[config.mk]
export PLATFORM = sky130hd
export DESIGN_NAME = multilevel_priority_fifo_core
export DESIGN_NICKNAME = d
export VERILOG_FILES = /design/src/hw/rtl/mpf_pkg.sv /design/src/hw/rtl/mpf_ram.sv /design/src/hw/rtl/multilevel_priority_fifo_core.sv
export SDC_FILE = /design/constraint.sdc
export NUM_CORES = 2
export LEC_CHECK = 0
export BUFFER_PORTS_ARGS = -buffer_cell sky130_fd_sc_hd__buf_2
export CAP_MARGIN = 30
export CORE_MARGIN = 3
export CORE_UTILIZATION = 45
export DETAILED_ROUTE_END_ITERATION = 16
export PLACE_DENSITY = 0.6
export SKIP_CTS_REPAIR_TIMING = 1
export SYNTH_ARGS = -nofsm -noshare
export SYNTH_HDL_FRONTEND = slang
export SYNTH_SLANG_ARGS = --single-unit
[constraint.sdc]
create_clock -name clk_i -period 10.85 [get_ports clk_i]
set_input_delay 1.6275 -clock clk_i [delete_from_list [all_inputs] [get_ports clk_i]]
set_output_delay 1.6275 -clock clk_i [all_outputs]
set_load 0.02 [all_outputs]
[src/hw/rtl/mpf_pkg.sv]
// Shared types and constants for the multilevel priority FIFO.
`timescale 1ns / 1ps
`default_nettype none

package mpf_pkg;

  // Operation codes carried in the mode field.
  typedef enum logic [1:0] {
    MODE_PUSH  = 2'd0,
    MODE_POP   = 2'd1,
    MODE_QUERY = 2'd2
  } mode_e;

  // Result status codes.
  typedef enum logic [1:0] {
    STATUS_OK      = 2'd0,
    STATUS_FULL    = 2'd1,
    STATUS_EMPTY   = 2'd2,
    STATUS_BAD_PRI = 2'd3
  } status_e;

  // Reset value of the active level count register.
  localparam logic [3:0] ACT_LEVELS_RESET = 4'd8;

  typedef struct packed {
    logic [1:0]  mode;
    logic [15:0] task_id;
    logic [3:0]  priority_req;
  } item_t;

  typedef struct packed {
    status_e     status;
    logic        head_valid;
    logic [15:0] head_task;
    logic [3:0]  head_priority;
    logic [7:0]  total_count;
    logic [4:0]  level_count;
  } result_t;

endpackage

`default_nettype wire

[src/hw/rtl/mpf_ram.sv]
// Generic single-write, single-read RAM with registered read data.
`timescale 1ns / 1ps
`default_nettype none

module mpf_ram #(
  parameter int WIDTH = 16,
  parameter int DEPTH = 128
) (
  input  wire                                      clk_i,
  input  wire                                      we_i,
  input  wire  [((DEPTH > 1) ? $clog2(DEPTH) : 1)-1:0] waddr_i,
  input  wire  [WIDTH-1:0]                         wdata_i,
  input  wire                                      re_i,
  input  wire  [((DEPTH > 1) ? $clog2(DEPTH) : 1)-1:0] raddr_i,
  output logic [WIDTH-1:0]                         rdata_o
);

  logic [WIDTH-1:0] mem_q [DEPTH];

  always_ff @(posedge clk_i) begin
    if (we_i) begin
      mem_q[waddr_i] <= wdata_i;
    end
  end

  always_ff @(posedge clk_i) begin
    if (re_i) begin
      rdata_o <= mem_q[raddr_i];
    end
  end

endmodule

`default_nettype wire

[src/hw/rtl/multilevel_priority_fifo_core.sv]
// Top level of the multilevel strict priority FIFO of task identifiers.
//
// Usage:
//  - Command channel: an item (mode, task_id, priority_req) is a transaction
//    when start is high and busy is low. busy never rises, so one item can be
//    issued every cycle.
//  - Result channel: done_o pulses for one cycle with result_o; the receiver
//    cannot stall it. An accepted item goes through the input register, then
//    one pass of logic into the result register.
//  - Throughput: 1 item per cycle. Each level keeps its head and the entry
//    behind it in flops; the RAM (one write, one registered read port) is
//    only read to refill the second entry after a pop, and that read lands
//    in time for a pop of the same level in the very next cycle.
//  - Config channel: cfg_valid_i/cfg_ready_o write active_levels; only write
//    while no transaction is in flight. Lowering it hides upper levels
//    without discarding their tasks.
//  - Reset: all levels empty, active_levels = 8. The task store is not
//    cleared; fill counts keep every read on a written entry, so there is
//    no clearing pass and the block is usable right after reset.
`timescale 1ns / 1ps
`default_nettype none

module multilevel_priority_fifo_core #(
  parameter int LEVELS      = 8,
  parameter int LEVEL_DEPTH = 16,
  parameter int ID_BITS     = 16
) (
  input  wire                clk_i,
  input  wire                rst_ni,
  input  wire                start,
  output logic               busy,
  input  wire mpf_pkg::item_t item_i,
  output logic               done_o,
  output mpf_pkg::result_t   result_o,
  input  wire                cfg_valid_i,
  output logic               cfg_ready_o,
  input  wire  [3:0]         cfg_data_i
);

  localparam int LW    = (LEVELS > 1) ? $clog2(LEVELS) : 1;
  localparam int PW    = $clog2(LEVEL_DEPTH);
  localparam int FW    = $clog2(LEVEL_DEPTH + 1);
  localparam int DEPTH = LEVELS * LEVEL_DEPTH;
  localparam int AW    = (DEPTH > 1) ? $clog2(DEPTH) : 1;
  localparam int SUMW  = $clog2(DEPTH + 1);

  function automatic logic [PW-1:0] ptr_inc(input logic [PW-1:0] p);
    ptr_inc = (p == PW'(LEVEL_DEPTH - 1)) ? '0 : PW'(p + 1'b1);
  endfunction

  function automatic logic [AW-1:0] addr_of(input logic [LW-1:0] l,
                                            input logic [PW-1:0] p);
    addr_of = AW'(AW'(l) * AW'(LEVEL_DEPTH) + AW'(p));
  endfunction

  // Config register
  logic [3:0] act_q;

  // Input register
  logic           in_vld_q;
  mpf_pkg::item_t in_q;

  // Per-level queue state
  logic [PW-1:0]      head_ptr_q [LEVELS];
  logic [PW-1:0]      head_ptr_d [LEVELS];
  logic [PW-1:0]      tail_ptr_q [LEVELS];
  logic [PW-1:0]      tail_ptr_d [LEVELS];
  logic [FW-1:0]      fill_q     [LEVELS];
  logic [FW-1:0]      fill_d     [LEVELS];
  logic [ID_BITS-1:0] head_q     [LEVELS];  // entry at head pointer
  logic [ID_BITS-1:0] head_d     [LEVELS];
  logic [ID_BITS-1:0] nxt_q      [LEVELS];  // entry behind the head
  logic [ID_BITS-1:0] nxt_d      [LEVELS];
  logic [ID_BITS-1:0] nxt_eff    [LEVELS];

  // Outstanding refill read
  logic          pend_q, pend_d;
  logic [LW-1:0] pend_lvl_q, pend_lvl_d;

  // Result register
  logic             done_q;
  mpf_pkg::result_t res_q, res_d;

  // RAM port
  logic               ram_we, ram_re;
  logic [AW-1:0]      ram_waddr, ram_raddr;
  logic [ID_BITS-1:0] ram_wdata, ram_rdata;

  // Decode of the registered item
  logic [4:0]         act_cnt;
  logic [LEVELS-1:0]  act_msk;
  logic               pri_ok;
  logic [LW-1:0]      req_lvl;
  logic [ID_BITS-1:0] task_w;
  logic               is_push, is_pop;
  logic               top_pre_vld;
  logic [LW-1:0]      top_pre;

  assign busy        = 1'b0;
  assign cfg_ready_o = 1'b1;
  assign done_o      = done_q;
  assign result_o    = res_q;

  // Out-of-range register values clamp to 1..LEVELS.
  always_comb begin
    if (act_q == 4'd0) begin
      act_cnt = 5'd1;
    end else if ({1'b0, act_q} > 5'(LEVELS)) begin
      act_cnt = 5'(LEVELS);
    end else begin
      act_cnt = {1'b0, act_q};
    end
  end

  always_comb begin
    for (int i = 0; i < LEVELS; i++) begin
      act_msk[i] = 5'(i) < act_cnt;
    end
  end

  assign pri_ok  = (in_q.priority_req != 4'd0) && ({1'b0, in_q.priority_req} <= act_cnt);
  assign req_lvl = LW'(in_q.priority_req - 4'd1);
  assign task_w  = ID_BITS'(in_q.task_id);
  assign is_push = in_vld_q && (in_q.mode == mpf_pkg::MODE_PUSH);
  assign is_pop  = in_vld_q && (in_q.mode == mpf_pkg::MODE_POP);

  // Highest nonempty active level before the step (pop target).
  always_comb begin
    top_pre_vld = 1'b0;
    top_pre     = '0;
    for (int i = 0; i < LEVELS; i++) begin
      if (act_msk[i] && (fill_q[i] != '0)) begin
        top_pre_vld = 1'b1;
        top_pre     = LW'(i);
      end
    end
  end

  // Refill data bypasses the second-entry register in the cycle it lands.
  always_comb begin
    for (int i = 0; i < LEVELS; i++) begin
      nxt_eff[i] = (pend_q && (pend_lvl_q == LW'(i))) ? ram_rdata : nxt_q[i];
    end
  end

  // Queue update
  mpf_pkg::status_e status;

  always_comb begin
    for (int i = 0; i < LEVELS; i++) begin
      head_ptr_d[i] = head_ptr_q[i];
      tail_ptr_d[i] = tail_ptr_q[i];
      fill_d[i]     = fill_q[i];
      head_d[i]     = head_q[i];
      nxt_d[i]      = nxt_eff[i];
    end
    pend_d     = 1'b0;
    pend_lvl_d = pend_lvl_q;
    ram_we     = 1'b0;
    ram_waddr  = addr_of(req_lvl, tail_ptr_q[req_lvl]);
    ram_wdata  = task_w;
    ram_re     = 1'b0;
    ram_raddr  = addr_of(top_pre, ptr_inc(ptr_inc(head_ptr_q[top_pre])));
    status     = pri_ok ? mpf_pkg::STATUS_OK : mpf_pkg::STATUS_BAD_PRI;

    if (is_push) begin
      if (!pri_ok) begin
        status = mpf_pkg::STATUS_BAD_PRI;
      end else if (fill_q[req_lvl] >= FW'(LEVEL_DEPTH)) begin
        status = mpf_pkg::STATUS_FULL;
      end else begin
        ram_we              = 1'b1;
        tail_ptr_d[req_lvl] = ptr_inc(tail_ptr_q[req_lvl]);
        fill_d[req_lvl]     = FW'(fill_q[req_lvl] + 1'b1);
        if (fill_q[req_lvl] == '0) begin
          head_d[req_lvl] = task_w;
        end
        if (fill_q[req_lvl] == FW'(1)) begin
          nxt_d[req_lvl] = task_w;
        end
      end
    end else if (is_pop) begin
      if (!top_pre_vld) begin
        status = mpf_pkg::STATUS_EMPTY;
      end else begin
        head_ptr_d[top_pre] = ptr_inc(head_ptr_q[top_pre]);
        fill_d[top_pre]     = FW'(fill_q[top_pre] - 1'b1);
        if (fill_q[top_pre] >= FW'(2)) begin
          head_d[top_pre] = nxt_eff[top_pre];
        end
        // Fetch the entry that becomes second in line.
        if (fill_q[top_pre] >= FW'(3)) begin
          ram_re     = 1'b1;
          pend_d     = 1'b1;
          pend_lvl_d = top_pre;
        end
      end
    end
  end

  // Result after the step
  always_comb begin
    logic              top_vld;
    logic [LW-1:0]     top_post;
    logic [SUMW-1:0]   sum;
    top_vld  = 1'b0;
    top_post = '0;
    sum      = '0;
    for (int i = 0; i < LEVELS; i++) begin
      if (act_msk[i]) begin
        sum = SUMW'(sum + SUMW'(fill_d[i]));
        if (fill_d[i] != '0) begin
          top_vld  = 1'b1;
          top_post = LW'(i);
        end
      end
    end
    res_d.status        = status;
    res_d.head_valid    = top_vld;
    res_d.head_task     = top_vld ? 16'(head_d[top_post]) : 16'd0;
    res_d.head_priority = top_vld ? 4'(4'(top_post) + 4'd1) : 4'd0;
    res_d.total_count   = 8'(sum);
    res_d.level_count   = pri_ok ? 5'(fill_d[req_lvl]) : 5'd0;
  end

  mpf_ram #(
    .WIDTH(ID_BITS),
    .DEPTH(DEPTH)
  ) u_mpf_ram (
    .clk_i  (clk_i),
    .we_i   (ram_we),
    .waddr_i(ram_waddr),
    .wdata_i(ram_wdata),
    .re_i   (ram_re),
    .raddr_i(ram_raddr),
    .rdata_o(ram_rdata)
  );

  // Control registers
  always_ff @(posedge clk_i or negedge rst_ni) begin
    if (!rst_ni) begin
      act_q      <= mpf_pkg::ACT_LEVELS_RESET;
      in_vld_q   <= 1'b0;
      done_q     <= 1'b0;
      pend_q     <= 1'b0;
      pend_lvl_q <= '0;
      for (int i = 0; i < LEVELS; i++) begin
        head_ptr_q[i] <= '0;
        tail_ptr_q[i] <= '0;
        fill_q[i]     <= '0;
      end
    end else begin
      if (cfg_valid_i && cfg_ready_o) begin
        act_q <= cfg_data_i;
      end
      in_vld_q   <= start && !busy;
      done_q     <= in_vld_q;
      pend_q     <= pend_d;
      pend_lvl_q <= pend_lvl_d;
      for (int i = 0; i < LEVELS; i++) begin
        head_ptr_q[i] <= head_ptr_d[i];
        tail_ptr_q[i] <= tail_ptr_d[i];
        fill_q[i]     <= fill_d[i];
      end
    end
  end

  // Payload registers
  always_ff @(posedge clk_i) begin
    if (start && !busy) begin
      in_q <= item_i;
    end
    if (in_vld_q) begin
      res_q <= res_d;
    end
    for (int i = 0; i < LEVELS; i++) begin
      head_q[i] <= head_d[i];
      nxt_q[i]  <= nxt_d[i];
    end
  end

endmodule

`default_nettype wire

# Word level (Yosys, flattened, before mapping)
# Memories as Yosys holds them, arrays and structs flattened. A register that Yosys moved wholly into a read port is not among the register bits.
# Cells that the tools add are included.
dict set report totals {
  register_bits 172
  latchBits 0
  ramBits 2304
  rom_bits 0
  in_bits 30
  output_inout_bits 39
  word_cells 274
  memories 3
}
# memory depth width rd rd_clocked_by_memory_dff write_ports line
set mem_list {}
lappend mem_list {u_mpf_ram.mem_q 128 16 1 1 1 mpf_ram.sv:18} ;# logic [WIDTH-1:0] mem_q [DEPTH];
lappend mem_list {head_q 8 16 8 0 8 multilevel_priority_fifo_core.sv:70} ;# logic [ID_BITS-1:0] head_q [LEVELS];
lappend mem_list {nxt_q 8 16 8 0 8 multilevel_priority_fifo_core.sv:72} ;# logic [ID_BITS-1:0] nxt_q [LEVELS];
dict set report classes {
  add_sub_neg 16
  mul 0
  div_mod_pow 0
  n_lt_le_gt_ge 18
  eq_ne 12
  shift 0
  muxes 137
  n_bitwise 5
  n_reduce_logical 45
}
# cell count
set ops {}
lappend ops {{128-bit two-way mux} 11}
lappend ops {{128-bit bitwise mux} 3}
lappend ops {{16-bit two-way mux} 14}
lappend ops {{40-bit two-way mux} 5}
lappend ops {{16-bit binary-select mux with 3-bit select} 2}
lappend ops {{16-bit demux with 3-bit select} 2}
lappend ops {{40-bit bitwise mux} 2}
lappend ops {{5-bit nonzero test} 16}
lappend ops {{32-bit bitwise mux} 2}
lappend ops {{8-bit by 5-bit adder with 8-bit output} 7}
lappend ops {{8-bit two-way mux} 7}
lappend ops {{5-bit two-way mux} 10}
lappend ops {{3-bit two-way mux} 16}
lappend ops {{5-bit binary-select mux with 3-bit select} 3}
lappend ops {{4-bit two-way mux} 10}
lappend ops {{1-bit two-way mux} 36}
lappend ops {{5-bit demux with 3-bit select} 2}
lappend ops {{4-bit binary-select mux with 3-bit select} 2}
lappend ops {{4-bit demux with 3-bit select} 2}
lappend ops {{1-bit logical AND} 21}
lappend ops {{3-bit by 5-bit less-than comparator with 1-bit output, first input constant} 4}
lappend ops {{2-bit two-way mux} 8}
lappend ops {{7-bit by 4-bit adder with 7-bit output} 2}
lappend ops {{4-bit by 1-bit adder with 4-bit output, second input constant} 3}
lappend ops {{27 further kinds} 43}

# Longest topological paths before layout
dict set report depth {
  ltp_word 40
  depth_mapped 51
  depth_no_buf 47
}

# Hierarchy
# A second synthesis with hierarchy kept.
dict set report hier_totals {
  cells_unflattened 6047
  area_unflattened_um2 103521.8
}
# module n_inst cells_per_inst area_per_inst_um2 seq_area_each_um2
set by_module_without_submodules {}
lappend by_module_without_submodules {mpf_ram 1 3086 78683.0 61979.4}
lappend by_module_without_submodules {multilevel_priority_fifo_core 1 2961 24838.8 9720.6}

# Worst setup path after synthesis
# No wires, ideal clock.
dict set report synth_path {
  path_type {flip-flop to flip-flop}
  start {register in_q[0] in the netlist's numbering}
  end {register res_q (netlist bit result_o[12]) (data pin)}
  setup_ns 0.261
  arrival_ns 9.583
  required_time_ns 10.589
  path_slack_ns 1.006
  path_stages_with_launch 45
  path_buffers 4
  period_less_slack_ns 9.844
  cell_sequence {edfxtp_1 -> clkbuf_1 -> inv_2 -> buf_1 -> ha_1 -> buf_2 -> mux4_2 -> mux2i_1 -> inv_1 -> ha_1 -> clkbuf_1 -> a221oi_2 -> xor2_1 -> ha_1 -> a21oi_1 -> xnor2_1 -> mux2_2 -> ha_1 -> [9 not listed] -> ha_1 -> xnor2_1 -> a21oi_1 -> ha_1 -> xnor2_1 -> o22ai_1 -> a21oi_1 -> inv_1 -> ha_1 -> xnor2_1 -> mux2i_1 -> ha_1 -> a21boi_0 -> o21ai_0 -> o21ai_0 -> a21oi_1 -> mux2i_1 -> xnor2_1}
}
# item line
set synth_rtl {}
lappend synth_rtl {{start, declared} multilevel_priority_fifo_core.sv:61} ;# mpf_pkg::item_t in_q;
lappend synth_rtl {{start signal, assigned} multilevel_priority_fifo_core.sv:271} ;# in_q <= item_i;
lappend synth_rtl {{end signal, assigned} multilevel_priority_fifo_core.sv:274} ;# res_q <= res_d;
lappend synth_rtl {{end, declared} multilevel_priority_fifo_core.sv:82} ;# mpf_pkg::result_t res_q, res_d;

==> impl_summary.log <==
INFO  metric status = finished clean
INFO  metric netlist-cell-type-count = roughly 110
INFO  metric most_used_cell_cp = ha_1
INFO  metric r2r_slack = about 770 ps
INFO  metric initial_core_util = 45.3%
INFO  metric layout-drive-gt1-share = between 15 and 20%
INFO  metric grt_max_degree = roughly 150
INFO  metric setup_ws = about 770 ps
INFO  metric postRouteWirelength = 341000 um
INFO  metric post-synth-top-area-fraction = between 60% and 70%
INFO  metric timing.final.hold_violations = 0
INFO  metric num_io_pins = between 60 and 70
INFO  metric wire_length_of_the_first_global_routing_pass = roughly 490000 um
INFO  metric timing.critical_path.arrival = 10760 ps
INFO  metric filler_cell_count = between 15000 and 20000
INFO  metric worstSetupPathType = register to register
INFO  metric final.period_utilization = ~93%
INFO  metric maximum_level_of_the_cts_h_tree = 5
INFO  metric timing.critical_path.fanout_max = 10
INFO  metric vdd_ir_drop_max = 359 uV
INFO  metric remaining_drc_errors = 0
INFO  metric synth_ff_type = edfxtp_1
INFO  metric synth_enable_flop_cells = 2122
INFO  metric timing.critical_path.required = ~12000 ps
INFO  metric static-leakage-power = roughly 41 nW
INFO  metric yosysSeqAreaShare = 68.0%
INFO  metric detail_route.iter0.violations = 8500
INFO  metric critPathLaunchType = register
INFO  metric cts_tree = done
INFO  metric drt.antenna.violating_nets = 0
INFO  metric finalSetupViolations = 0
INFO  metric drt-wirelength-per-cell = about 30 um
INFO  metric maxCapViolations = 0
INFO  metric fp.dieArea = about 0.24 mm2
INFO  metric synth_fp_nets = approximately 7600
INFO  metric critPathBufInv = 6
INFO  metric synth_cells = around 7500
INFO  metric global_route.usage.total = between 20% and 30%
INFO  metric fmax = 99.2 MHz
INFO  metric slew-limit-headroom = ~28%
INFO  metric timing.final.crit_period = between 10000 and 15000 ps
INFO  metric worst_clock_skew_on_the_final_layout = between 60 and 70 ps
INFO  metric finalWeightedCongestion = 0.973
INFO  metric drt_pass1_iterations = 8
INFO  metric asyncSetResetFlopFracSynth = around 4.6%
INFO  metric netlist.top_cell.by_area = edfxtp_1
INFO  metric dominant_delay_contributor_by_cell_family_on_the_critical_path = adder cells
INFO  metric place.detailed.hpwl = about 210000 um
INFO  metric rows = 177
INFO  metric fp.dieH = between 400 and 500 um
INFO  metric final_net_count = 7825
INFO  metric postSynthRegisterBits = ~2500
INFO  metric cp_slowest_cell = or4_1
INFO  metric rsz_0062_raised_after_global_routing = false
INFO  metric crit_path_max_incr_delay = 670 ps
INFO  metric core_region_area = approximately 0.23 mm2
INFO  metric endpoint_kind = register
INFO  metric antenna_found_initial = 9
INFO  metric overflow = 0
INFO  metric port_buffers = 66
INFO  metric multi_input_area = between 0.03 and 0.04 mm2
INFO  metric layout.area.seq = between 0.07 and 0.08 mm2
INFO  metric clkTransAtPathRegs = about 60 ps
INFO  metric syn2layout_area_growth = 14.1%
INFO  metric max_transition_viols_final = 0
INFO  metric syn_area = roughly 0.11 mm2
INFO  metric clockRootBuffer = clkbuf_16
INFO  metric post_synth.cell_area_avg = approximately 14 um2
INFO  metric dominant_cell_by_count_in_the_synthesized_netlist = edfxtp_1
INFO  metric grt_pass1_vias = between 60000 and 70000
INFO  metric yosys-top-cells-area = edfxtp_1 (60%), mux4_2 (6.4%), dfxtp_1 (4.9%), nand2_1 (3.3%), mux2i_1 (2.8%)
INFO  metric cellPowerDensity = around 320 mW/mm2
INFO  metric clock-sinks = approximately 2500
INFO  metric vias_per_cell = 6.23
INFO  metric cts_max_path_buffers = 4
INFO  metric worstHoldPathType = register to register
INFO  metric synthesis.yosys.warnings = 0
INFO  metric worst_skew_pair.late_latency = about 940 ps
INFO  metric finalSetupTns = 0 ps
INFO  metric horiz_die_dim = between 400 and 500 um
INFO  metric synth_commonest_cells = edfxtp_1 (2122), nand2_1 (939), nor2_1 (527), clkbuf_1 (351), nand3_1 (342)
INFO  metric detailedPlace.worstSlack = around 340 ps
INFO  metric worst_slew_pin_slew = approximately 1100 ps
INFO  metric cts_made_buffers = 283
INFO  metric vias = a little under 70000
final timing paths:
kind	startpoint	cells after the start	to
max	fill_q[30]	46	result_o[11]
min	head_ptr_q[6]	2	head_ptr_q[6]
max reg2reg	fill_q[30]	46	result_o[11]
min reg2reg	head_ptr_q[6]	2	head_ptr_q[6]
max in group asynchronous	rst_ni	2	fill_q[37]
min in group asynchronous	rst_ni	1	act_q[1]
cells in the final DEF, fill, tap and decap left out, types with 69 or more instances in the layout:
cell type / instances
o22ai_1: 71
o2111ai_1: 93
buf_4: 363
o221a_2: 81
nand3_1: 342
nor3_1: 194
dfxtp_1: 256
buf_2: 69
nor2_1: 499
clkbuf_16: 287
a32oi_1: 79
a211oi_1: 100
mux4_2: 301
mux2i_1: 290
edfxtp_1: 2122
nand2_1: 937
o21ai_0: 280
a21oi_1: 262
dfrtp_1: 112
logic make-up (layout without fill, tap and decap cells):
logic type,after synthesis,in the layout,share of synthesized area [%]
and+or+nand+nor,2280,2280,9.49
muxes,624,624,9.53
buffers and inverters,614,1033,2.37
adders and majority gates,56,56,0.708
other,2,4,0.00713
AOI/OAI and AO/OA,1407,1407,9.52
xor gates and xnor gates,38,38,0.349
DFF,2492,2492,68.0
through the flow:
step	hold slack, ps	utilization [%]	cells	cell area, um2	total power [W]
2_1_floorplan	438	-	7513	105000	0.0228
3_3_place_gp	457	47.6	10541	111000	0.0286
3_5_place_dp	466	47.8	10575	111000	0.0288
4_1_cts	479	51.6	11053	120000	0.0379
5_1_grt	504	51.6	11065	120000	0.0397
6_report	479	51.6	11066	120000	0.0379
worst reg2reg max path, delay by kind of cell (launching register included):
kind,cells,cell delay (ps)
XOR/XNOR,8,1320
AO/OA/AOI/OAI,14,2520
AND/OR/NAND/NOR,6,1320
adder cells (fa/ha/maj),8,2550
flip-flops,1,470
buffers and inverters,6,730
multiplexers,4,1000
flip-flops by register name, indices dropped and copies added (netlist names):
name,flops
done_o,1
head_q,128
result_o,36
head_ptr_q,32
tail_ptr_q,32
u_mpf_ram.mem_q,2048
nxt_q,128
pend_q,1
fill_q,40
pend_lvl_q,3
act_q,4
ram_wdata,16
u_mpf_ram.rdata_o,16
in_q,6
in_vld_q,1
per-layer routing:
| layer | part of all wire, % | GRT usage, % |
|---|---|---|
| met2 | 47 | 43.7 |
| met4 | 4.1 | 10.5 |
| met1 | 41 | 38.8 |
| met5 | 0.0079 | 0 |
| met3 | 8.4 | 5.06 |
power breakdown:
part | internal, W | switching, W
registers | 0.0112 | 0.000451
logic | 0.00630 | 0.0109
clock network | 0.00533 | 0.00374
total | 0.0229 | 0.0151
final cells by class:
cell class | count | share of cell area (%)
flip-flops and latches | 2492 | 59.6
multi-input cells | 4407 | 26.3
clock buffers | 351 | 6.25
repair buffers | 487 | 3.41
well taps | 3132 | 3.26
clock inverters | 127 | 0.925
inverters | 68 | 0.214
diodes | 2 | 0.00416
Note: power is estimated with default switching activity, not from simulation.
